<file path="config.mk">
export PLATFORM = sky130hd
export DESIGN_NAME = page_allocator_aging_swap
export DESIGN_NICKNAME = d
export VERILOG_FILES = /design/src/pgalloc_pkg.sv /design/src/pgalloc_cell.sv /design/src/pgalloc_ctrl.sv /design/src/page_allocator_aging_swap.sv
export VERILOG_INCLUDE_DIRS = /design/src /design/src/src
export SDC_FILE = /design/constraint.sdc
export NUM_CORES = 2
export LEC_CHECK = 0
export ABC_AREA = 0
export BUFFER_PORTS_ARGS = -buffer_cell sky130_fd_sc_hd__buf_4
export CORE_MARGIN = 5
export CORE_UTILIZATION = 40
export CTS_CLUSTER_DIAMETER = 120
export DETAILED_ROUTE_END_ITERATION = 6
export PLACE_DENSITY_LB_ADDON = 0.1
export SYNTH_ARGS = -nofsm -noshare
export SYNTH_HDL_FRONTEND = slang
export SYNTH_HIERARCHICAL = 1
export SYNTH_SLANG_ARGS = --single-unit
</file>
<file path="constraint.sdc">
create_clock -name clk -period 14.15 [get_ports clk]
set_input_delay 2.83 -clock clk [delete_from_list [all_inputs] [get_ports clk]]
set_output_delay 2.83 -clock clk [all_outputs]
set_load 0.05 [all_outputs]
</file>
<file path="src/page_allocator_aging_swap_assert.svh">
// Assertion macros for the page allocator with aging replacement.
`ifndef PAGE_ALLOCATOR_AGING_SWAP_ASSERT_SVH
`define PAGE_ALLOCATOR_AGING_SWAP_ASSERT_SVH

// Same-cycle implication, checked out of reset.
`define PGA_ASSERT_NOW(lbl, ante, cons, msg) \
    lbl: assert property (@(posedge clk) disable iff (!rst_n) (ante) |-> (cons)) \
        else $error(msg);

// Next-cycle implication, checked out of reset.
`define PGA_ASSERT_NEXT(lbl, ante, cons, msg) \
    lbl: assert property (@(posedge clk) disable iff (!rst_n) (ante) |=> (cons)) \
        else $error(msg);

`endif

</file>
<file path="src/pgalloc_pkg.sv">
// Shared constants, link and command types for the page allocator.
package pgalloc_pkg;

    localparam int MAX_PAGES  = 16;
    localparam int PAGE_BYTES = 4194304;
    localparam int AGE_BITS   = 8;

    localparam int IDX_W      = $clog2(MAX_PAGES);
    localparam int CNT_W      = $clog2(MAX_PAGES + 1);
    localparam int FILL_W     = $clog2(PAGE_BYTES + 1);
    localparam int SIZE_W     = 22;
    localparam int SUM_W      = ((FILL_W > SIZE_W) ? FILL_W : SIZE_W) + 1;
    localparam int FRAME_W    = 4;
    localparam int RF_W       = 5;
    localparam int PNUM_W     = 5;
    localparam int ADDR_W     = 32;
    localparam int PAGE_SHIFT = 24;

    localparam logic [RF_W-1:0]     RF_RESET = RF_W'(3);
    localparam logic [AGE_BITS-1:0] AGE_TOP  = {1'b1, {(AGE_BITS-1){1'b0}}};

    typedef enum logic [1:0] {
        ST_IDLE,
        ST_SCAN,
        ST_VICTIM
    } st_t;

    // Token handed from cell to cell.
    typedef struct packed {
        logic                scan;
        logic                vic;
        logic [SIZE_W-1:0]   size;
        logic                found;
        logic [IDX_W-1:0]    hit_idx;
        logic [FILL_W-1:0]   hit_fill;
        logic                hit_res;
        logic [FRAME_W-1:0]  hit_frame;
        logic                have_vic;
        logic [AGE_BITS-1:0] best_age;
        logic [IDX_W-1:0]    vic_idx;
        logic [FRAME_W-1:0]  vic_frame;
    } link_t;

    // Broadcast from the controller to all cells.
    typedef struct packed {
        logic [CNT_W-1:0]   count;
        logic [IDX_W-1:0]   chosen;
        logic               init_page;
        logic               init_res;
        logic               commit;
        logic [FILL_W-1:0]  fill_val;
        logic               load;
        logic [FRAME_W-1:0] frame_val;
        logic               evict;
        logic [IDX_W-1:0]   vic_idx;
    } cmd_t;

    typedef struct packed {
        logic [ADDR_W-1:0]  address;
        logic [PNUM_W-1:0]  page_number;
        logic [FRAME_W-1:0] frame_index;
        logic               swap_done;
        logic [PNUM_W-1:0]  evicted_page;
        logic               load_from_disk;
        logic               full_res;
    } res_t;

endpackage

</file>
<file path="src/pgalloc_cell.sv">
// One page cell: fill, age, residency and frame, with the scan and victim token stage.
module pgalloc_cell
    import pgalloc_pkg::*;
#(
    parameter int CELL_IDX = 0
)
(
    input  logic  clk,
    input  logic  rst_n,
    input  cmd_t  cmd,
    input  link_t link_in,
    output link_t link_out
);

    localparam logic [IDX_W-1:0]   MY_IDX   = IDX_W'(CELL_IDX);
    localparam logic [CNT_W-1:0]   MY_CNT   = CNT_W'(CELL_IDX);
    localparam logic [FRAME_W-1:0] MY_FRAME = FRAME_W'(CELL_IDX);

    logic [FILL_W-1:0]   fill_reg, fill_next;
    logic [AGE_BITS-1:0] age_reg, age_next;
    logic                res_reg, res_next;
    logic [FRAME_W-1:0]  frame_reg, frame_next;
    link_t               link_reg, link_next;

    logic               active;
    logic               is_chosen;
    logic [SUM_W-1:0]   sum;

    always_comb
    begin
        link_next  = link_in;
        fill_next  = fill_reg;
        age_next   = age_reg;
        res_next   = res_reg;
        frame_next = frame_reg;
        active     = MY_CNT < cmd.count;
        is_chosen  = cmd.chosen == MY_IDX;
        sum        = SUM_W'(fill_reg) + SUM_W'(link_in.size);

        if (link_in.scan && active && !link_in.found)
        begin
            age_next = age_reg >> 1;
            if (sum < SUM_W'(PAGE_BYTES))
            begin
                age_next           = age_next | AGE_TOP;
                link_next.found    = 1'b1;
                link_next.hit_idx  = MY_IDX;
                link_next.hit_fill = fill_reg;
                link_next.hit_res  = res_reg;
                link_next.hit_frame = frame_reg;
            end
        end

        // ages compared before the shift; later page wins ties
        if (link_in.vic && active && res_reg)
        begin
            if (!is_chosen && (!link_in.have_vic || age_reg <= link_in.best_age))
            begin
                link_next.have_vic  = 1'b1;
                link_next.best_age  = age_reg;
                link_next.vic_idx   = MY_IDX;
                link_next.vic_frame = frame_reg;
            end
            age_next = age_reg >> 1;
        end

        if (cmd.init_page && is_chosen)
        begin
            age_next   = AGE_TOP;
            res_next   = cmd.init_res;
            frame_next = MY_FRAME;
        end

        if (cmd.commit && is_chosen)
        begin
            fill_next = cmd.fill_val;
            if (cmd.load)
            begin
                res_next   = 1'b1;
                frame_next = cmd.frame_val;
            end
        end

        if (cmd.commit && cmd.evict && (cmd.vic_idx == MY_IDX))
        begin
            res_next = 1'b0;
        end
    end

    always_ff @(posedge clk or negedge rst_n)
    begin
        if (!rst_n)
        begin
            fill_reg  <= '0;
            age_reg   <= '0;
            res_reg   <= (CELL_IDX == 0);
            frame_reg <= MY_FRAME;
            link_reg  <= '0;
        end
        else
        begin
            fill_reg  <= fill_next;
            age_reg   <= age_next;
            res_reg   <= res_next;
            frame_reg <= frame_next;
            link_reg  <= link_next;
        end
    end

    assign link_out = link_reg;

endmodule

</file>
<file path="src/pgalloc_ctrl.sv">
// Request sequencer: injects tokens, decides the page, commits and registers the result.
module pgalloc_ctrl
    import pgalloc_pkg::*;
(
    input  logic              clk,
    input  logic              rst_n,
    input  logic              start,
    input  logic [SIZE_W-1:0] alloc_size,
    input  logic              cfg_wr_en,
    input  logic [RF_W-1:0]   cfg_wr_data,
    input  link_t             tail,
    output link_t             head,
    output cmd_t              cmd,
    output logic              busy,
    output logic              done,
    output res_t              result
);

    st_t                state_reg, state_next;
    logic [SIZE_W-1:0]  size_reg, size_next;
    logic [CNT_W-1:0]   count_reg, count_next;
    logic [RF_W-1:0]    rf_reg, rf_next;
    logic [IDX_W-1:0]   chosen_reg, chosen_next;
    logic [FILL_W-1:0]  fill_reg, fill_next;
    logic               wasres_reg, wasres_next;
    logic [FRAME_W-1:0] frame_reg, frame_next;
    logic               done_reg, done_next;
    res_t               result_reg, result_next;

    logic               finish;
    logic               full;
    logic               init_res;
    logic               have;
    logic [IDX_W-1:0]   vic_idx;
    logic [FRAME_W-1:0] vic_frame;
    logic [SUM_W-1:0]   sum;
    logic [FILL_W-1:0]  fill_sat;
    logic [CNT_W-1:0]   page;

    always_comb
    begin
        state_next  = state_reg;
        size_next   = size_reg;
        count_next  = count_reg;
        rf_next     = cfg_wr_en ? cfg_wr_data : rf_reg;
        chosen_next = chosen_reg;
        fill_next   = fill_reg;
        wasres_next = wasres_reg;
        frame_next  = frame_reg;
        head        = '0;
        cmd         = '0;
        finish      = 1'b0;
        full        = 1'b0;
        have        = 1'b0;
        vic_idx     = '0;
        vic_frame   = '0;
        init_res    = ((CNT_W+1)'(count_reg) + (CNT_W+1)'(1)) <= (CNT_W+1)'(rf_reg);

        case (state_reg)
            ST_IDLE:
            begin
                if (start)
                begin
                    head.scan  = 1'b1;
                    head.size  = alloc_size;
                    size_next  = alloc_size;
                    state_next = ST_SCAN;
                end
            end
            ST_SCAN:
            begin
                if (tail.scan)
                begin
                    if (tail.found)
                    begin
                        chosen_next = tail.hit_idx;
                        fill_next   = tail.hit_fill;
                        wasres_next = tail.hit_res;
                        frame_next  = tail.hit_frame;
                    end
                    else if (count_reg >= CNT_W'(MAX_PAGES))
                    begin
                        full = 1'b1;
                    end
                    else
                    begin
                        chosen_next   = count_reg[IDX_W-1:0];
                        fill_next     = '0;
                        wasres_next   = init_res;
                        frame_next    = FRAME_W'(count_reg[IDX_W-1:0]);
                        cmd.init_page = 1'b1;
                        cmd.init_res  = init_res;
                        count_next    = count_reg + CNT_W'(1);
                    end
                    if (full || wasres_next)
                    begin
                        finish     = 1'b1;
                        state_next = ST_IDLE;
                    end
                    else
                    begin
                        head.vic   = 1'b1;
                        head.size  = size_reg;
                        state_next = ST_VICTIM;
                    end
                end
            end
            ST_VICTIM:
            begin
                if (tail.vic)
                begin
                    have       = tail.have_vic;
                    vic_idx    = tail.vic_idx;
                    vic_frame  = tail.vic_frame;
                    finish     = 1'b1;
                    state_next = ST_IDLE;
                end
            end
            default:
            begin
                state_next = ST_IDLE;
            end
        endcase

        sum      = SUM_W'(fill_next) + SUM_W'(size_reg);
        fill_sat = (sum > SUM_W'(PAGE_BYTES)) ? FILL_W'(PAGE_BYTES) : sum[FILL_W-1:0];

        cmd.count     = count_reg;
        cmd.chosen    = chosen_next;
        cmd.commit    = finish && !full;
        cmd.fill_val  = fill_sat;
        cmd.load      = !wasres_next;
        cmd.frame_val = have ? vic_frame : FRAME_W'(chosen_next);
        cmd.evict     = have;
        cmd.vic_idx   = vic_idx;

        page = CNT_W'(chosen_next) + CNT_W'(1);
        result_next = '0;
        if (full)
        begin
            result_next.full_res = 1'b1;
        end
        else
        begin
            result_next.address = {(ADDR_W-PAGE_SHIFT)'(page), {PAGE_SHIFT{1'b0}}}
                                  | ADDR_W'(fill_next);
            result_next.page_number    = PNUM_W'(page);
            result_next.frame_index    = wasres_next ? frame_next : cmd.frame_val;
            result_next.swap_done      = !wasres_next && have;
            result_next.evicted_page   = (!wasres_next && have)
                                         ? PNUM_W'(CNT_W'(vic_idx) + CNT_W'(1)) : '0;
            result_next.load_from_disk = !wasres_next && (fill_next != '0);
        end
        done_next = finish;
    end

    always_ff @(posedge clk or negedge rst_n)
    begin
        if (!rst_n)
        begin
            state_reg <= ST_IDLE;
            count_reg <= CNT_W'(1);
            rf_reg    <= RF_RESET;
            done_reg  <= 1'b0;
        end
        else
        begin
            state_reg <= state_next;
            count_reg <= count_next;
            rf_reg    <= rf_next;
            done_reg  <= done_next;
        end
    end

    always_ff @(posedge clk)
    begin
        size_reg   <= size_next;
        chosen_reg <= chosen_next;
        fill_reg   <= fill_next;
        wasres_reg <= wasres_next;
        frame_reg  <= frame_next;
        if (finish)
        begin
            result_reg <= result_next;
        end
    end

    assign busy   = state_reg != ST_IDLE;
    assign done   = done_reg;
    assign result = result_reg;

endmodule

</file>
<file path="src/page_allocator_aging_swap.sv">
// Page allocator with aging replacement: controller plus a chain of page cells.
// The strobe follows the scan token through the chain when the page is resident or the request is refused;
// a victim scan follows the first scan otherwise; each scan is one cell per cycle down the chain.
// A new request is taken only once the previous one has finished; start is taken in the strobe cycle.
// Reset: page one resident in frame 0, page count one, resident_frames 3.
`include "page_allocator_aging_swap_assert.svh"

module page_allocator_aging_swap
    import pgalloc_pkg::*;
(
    input  logic                clk,
    input  logic                rst_n,
    input  logic                start,
    output logic                busy,
    input  logic [SIZE_W-1:0]   alloc_size,
    input  logic                cfg_wr_en,
    input  logic [RF_W-1:0]     cfg_wr_data,
    output logic                done,
    output logic [ADDR_W-1:0]   address,
    output logic [PNUM_W-1:0]   page_number,
    output logic [FRAME_W-1:0]  frame_index,
    output logic                swap_done,
    output logic [PNUM_W-1:0]   evicted_page,
    output logic                load_from_disk,
    output logic                full_res
);

    link_t link [0:MAX_PAGES];
    cmd_t  cmd;
    res_t  result;

    pgalloc_ctrl u_ctrl (
        .clk         (clk),
        .rst_n       (rst_n),
        .start       (start),
        .alloc_size  (alloc_size),
        .cfg_wr_en   (cfg_wr_en),
        .cfg_wr_data (cfg_wr_data),
        .tail        (link[MAX_PAGES]),
        .head        (link[0]),
        .cmd         (cmd),
        .busy        (busy),
        .done        (done),
        .result      (result)
    );

    for (genvar i = 0; i < MAX_PAGES; i++)
    begin : g_cell
        pgalloc_cell #(
            .CELL_IDX (i)
        ) u_cell (
            .clk      (clk),
            .rst_n    (rst_n),
            .cmd      (cmd),
            .link_in  (link[i]),
            .link_out (link[i+1])
        );
    end

    assign address        = result.address;
    assign page_number    = result.page_number;
    assign frame_index    = result.frame_index;
    assign swap_done      = result.swap_done;
    assign evicted_page   = result.evicted_page;
    assign load_from_disk = result.load_from_disk;
    assign full_res       = result.full_res;

    `PGA_ASSERT_NEXT(a_busy_after_start, start && !busy, busy, "start transfer not followed by busy")
    `PGA_ASSERT_NEXT(a_single_strobe, done, !done, "result strobe held two cycles")
    `PGA_ASSERT_NOW(a_full_clean, done && full_res, page_number == '0 && address == '0 && !swap_done, "refused request carries a page")
    `PGA_ASSERT_NOW(a_evict_other, done && swap_done, evicted_page != page_number && evicted_page != '0, "bad evicted page")

endmodule
</file>
==> summary.md <==
| Metric | Value |
|---|---|
| Outcome | `finished clean` |
| Comb pwr share | `a little under a quarter` |
| Flip-flop count of the largest register, all copies and words added | `~1200` |
| Vias per cell | `about 5.0` |
| 1st-pass router iterations | `5` |
| Total Power | `about 16 mW` |
| Core area | `between 150000 and 200000 um2` |
| Final Setup Violations | `0` |
| Vias in the first global route | `46800` |
| Measured slew at the worst slew-check pin | `1.23 ns` |
| Remaining global-route overflow | `0` |
| Fillers | `17700` |
| Placer Congestion | `slightly above 0.8` |
| # Max-Cap Violations | `0` |
| Routed len/inst | `20.2 um` |
| Cell row count | `approximately 160` |
| Die extent in x | `456 um` |
| DRT iter0 DRCs | `2323` |
| IO Pins | `82` |
| Post-layout min period | `around 6.4 ns` |
| First-pass GRT wire length | `roughly 280000 um` |
| Clock share of power | `33.2%` |
| Syn-to-layout area delta | `12.6%` |
| Die Area | `around 210000 um2` |
| Detail Route Antenna Nets | `0` |
| Clock transition at the registers of the reported paths | `around 0.06 ns` |
| Via count | `about 44000` |
| CP Launch Type | `register` |
| VDD IR-drop max | `0.000145 V` |
| DRT Wirelength | `about 180000 um` |
| Flop pwr share | `roughly 44%` |
| Worst Clk Skew | `around 0.024 ns` |
| Internal Power | `11.0 mW` |
| Hold path depth | `0` |
| Max-slew headroom | `between 10% and 20%` |
| Clock sink total | `roughly 1800` |
| Layout Cells excl Fill | `roughly 9000` |
| Setup slack, reg-to-reg | `~7.7 ns` |
| Slew Limit Fails | `0` |
| TritonCTS clock tree | `done` |
| Crit Path Category | `register to register` |
| Sw power | `around 5 mW` |
| Initial antenna violation count | `7` |
| CP required | `roughly 15 ns` |
| Mapped Area | `79500 um2` |
| Layout net count | `roughly 6500` |
| Largest net degree at the start of global routing | `164` |
| R2R depth | `17` |
| Hold_buf cts | `0` |
| WP data arrival | `slightly above 7 ns` |
| Worst min-delay path class | `register to register` |
| Placed insts | `roughly 8400` |
| GRT Overall Usage | `17.1%` |
| CTS Buffer Depth | `3` |
| Post-synthesis cell count | `around 5800` |
| Crit path max fanout | `22` |
| LEAKAGE | `43.9 nW` |
| Switching portion of total power | `31.4%` |
| Mean Syn Cell Area | `roughly 14 um2` |
| Die height | `roughly 460 um` |
| Period utilization | `between 40% and 50%` |
| Clock Tree Root | `clkbuf_16` |
| H-tree lvl count | `4` |
| IO Port Bufs | `77` |
| Final routed DRC violation total | `0` |
| Setup Buffers After CTS | `0` |
| CTS buffer count | `200` |
| Hpwl dp | `~130000 um` |
| Skew-Pair Late Insertion Delay | `0.83 ns` |
| Final core utilization | `between 40% and 50%` |
| Initial core utilization | `between 40% and 50%` |
| Post-cts resize count | `0` |
| Worst setup EP type | `register` |
| WHS | `between 0.3 and 0.4 ns` |
| Final hold vios | `0` |
| Synth Warn # | `6` |
| Layout cells sized above 1 | `between 20% and 30%` |
| RSZ-0062 raised after global routing | `no` |
| FMAX | `156 MHz` |
| PD cells | `approximately 180 nW/um2` |
| Final TNS setup | `0 ns` |
critical path: stages, from the launching register on:
cell and delay [ns]:
dfrtp_1 0.65, nand2b_1 0.64, nand3_1 0.16, buf_4 0.25, a22oi_1 0.41, inv_1 0.12
ha_1 0.24, fa_1 0.45, a211oi_2 0.32, nor2_1 0.10, xnor2_1 0.15, nor3_1 0.31
o2111ai_1 0.17, nor4b_1 0.37, nand4_1 0.18, o41a_4 0.57, nor2b_2 0.88, mux2_2 0.31
routing by layer:
| layer | vias up | share of wire (%) | GRT usage, % |
|---|---|---|---|
| li1 | 21000 | - | - |
| met1 | 22100 | 47 | 23.8 |
| met2 | 618 | 46 | 27.5 |
| met3 | 260 | 3.8 | 2.92 |
| met4 | 0 | 2.7 | 5.16 |
| met5 | - | 0 | 0 |
cells in the final DEF, fill, tap and decap left out, drive strengths merged, types with 14 or more instances in the layout:
| cell type | n |
|---|---|
| a211oi | 30 |
| a21o | 74 |
| a21oi | 219 |
| a22o | 33 |
| a22oi | 28 |
| a31oi | 24 |
| a32oi | 15 |
| and2 | 48 |
| and3 | 21 |
| buf | 147 |
| clkbuf | 313 |
| clkinv | 40 |
| conb | 54 |
| dfrtp | 1707 |
| dfstp | 36 |
| dfxtp | 32 |
| edfxtp | 62 |
| ha | 498 |
| inv | 235 |
| mux2 | 956 |
| mux2i | 116 |
| nand2 | 198 |
| nand2b | 63 |
| nand3 | 147 |
| nand4 | 89 |
| nor2 | 275 |
| nor2b | 94 |
| nor3 | 35 |
| nor4 | 15 |
| o2111ai | 20 |
| o211ai | 14 |
| o21a | 41 |
| o21ai | 139 |
| o22ai | 22 |
| o311ai | 19 |
| or2 | 52 |
| xnor2 | 17 |
power groups by stage:
stage	registers (mW)	clock network, mW	logic [mW]
2_1_floorplan	6.89	0	2.32
3_5_place_dp	7.15	0	3.62
4_1_cts	7.06	5.48	3.65
3_3_place_gp	7.14	0	3.59
6_report	7.05	5.30	3.61
5_1_grt	7.18	5.69	3.98
worst paths after layout:
check	startpoint	end
max	g_cell[15].u_cell/link_out[49]	g_cell[1].u_cell/fill_reg[1]
min	g_cell[8].u_cell/link_out[73]	g_cell[9].u_cell/link_out[73]
max reg2reg	g_cell[15].u_cell/link_out[49]	g_cell[1].u_cell/fill_reg[1]
min reg2reg	g_cell[8].u_cell/link_out[73]	g_cell[9].u_cell/link_out[73]
max in group asynchronous	rst_n	g_cell[3].u_cell/link_out[6]
min in group asynchronous	rst_n	g_cell[14].u_cell/link_out[23]
area by class of cell:
| type | count | area [um2] | share of cell area (%) |
|---|---|---|---|
| tap | 2640 | 3300 | 3.69 |
| sequential | 1837 | 46200 | 51.6 |
| inverter | 227 | 852 | 0.952 |
| multi-input combinational | 3539 | 31200 | 34.8 |
| clock buffer | 313 | 6040 | 6.75 |
| clock inverter | 67 | 796 | 0.889 |
| timing repair buffer | 147 | 1170 | 1.31 |
| antenna | 2 | 5.00 | 0.00559 |
metrics by stage:
step	setup slack, ns	instance area (um2)
2_1_floorplan	8.02	79700
3_3_place_gp	7.74	82700
3_5_place_dp	7.69	82700
4_1_cts	7.65	89500
5_1_grt	7.35	89500
6_report	7.74	89500
No activity file was read; power rests on OpenSTA's default activity.
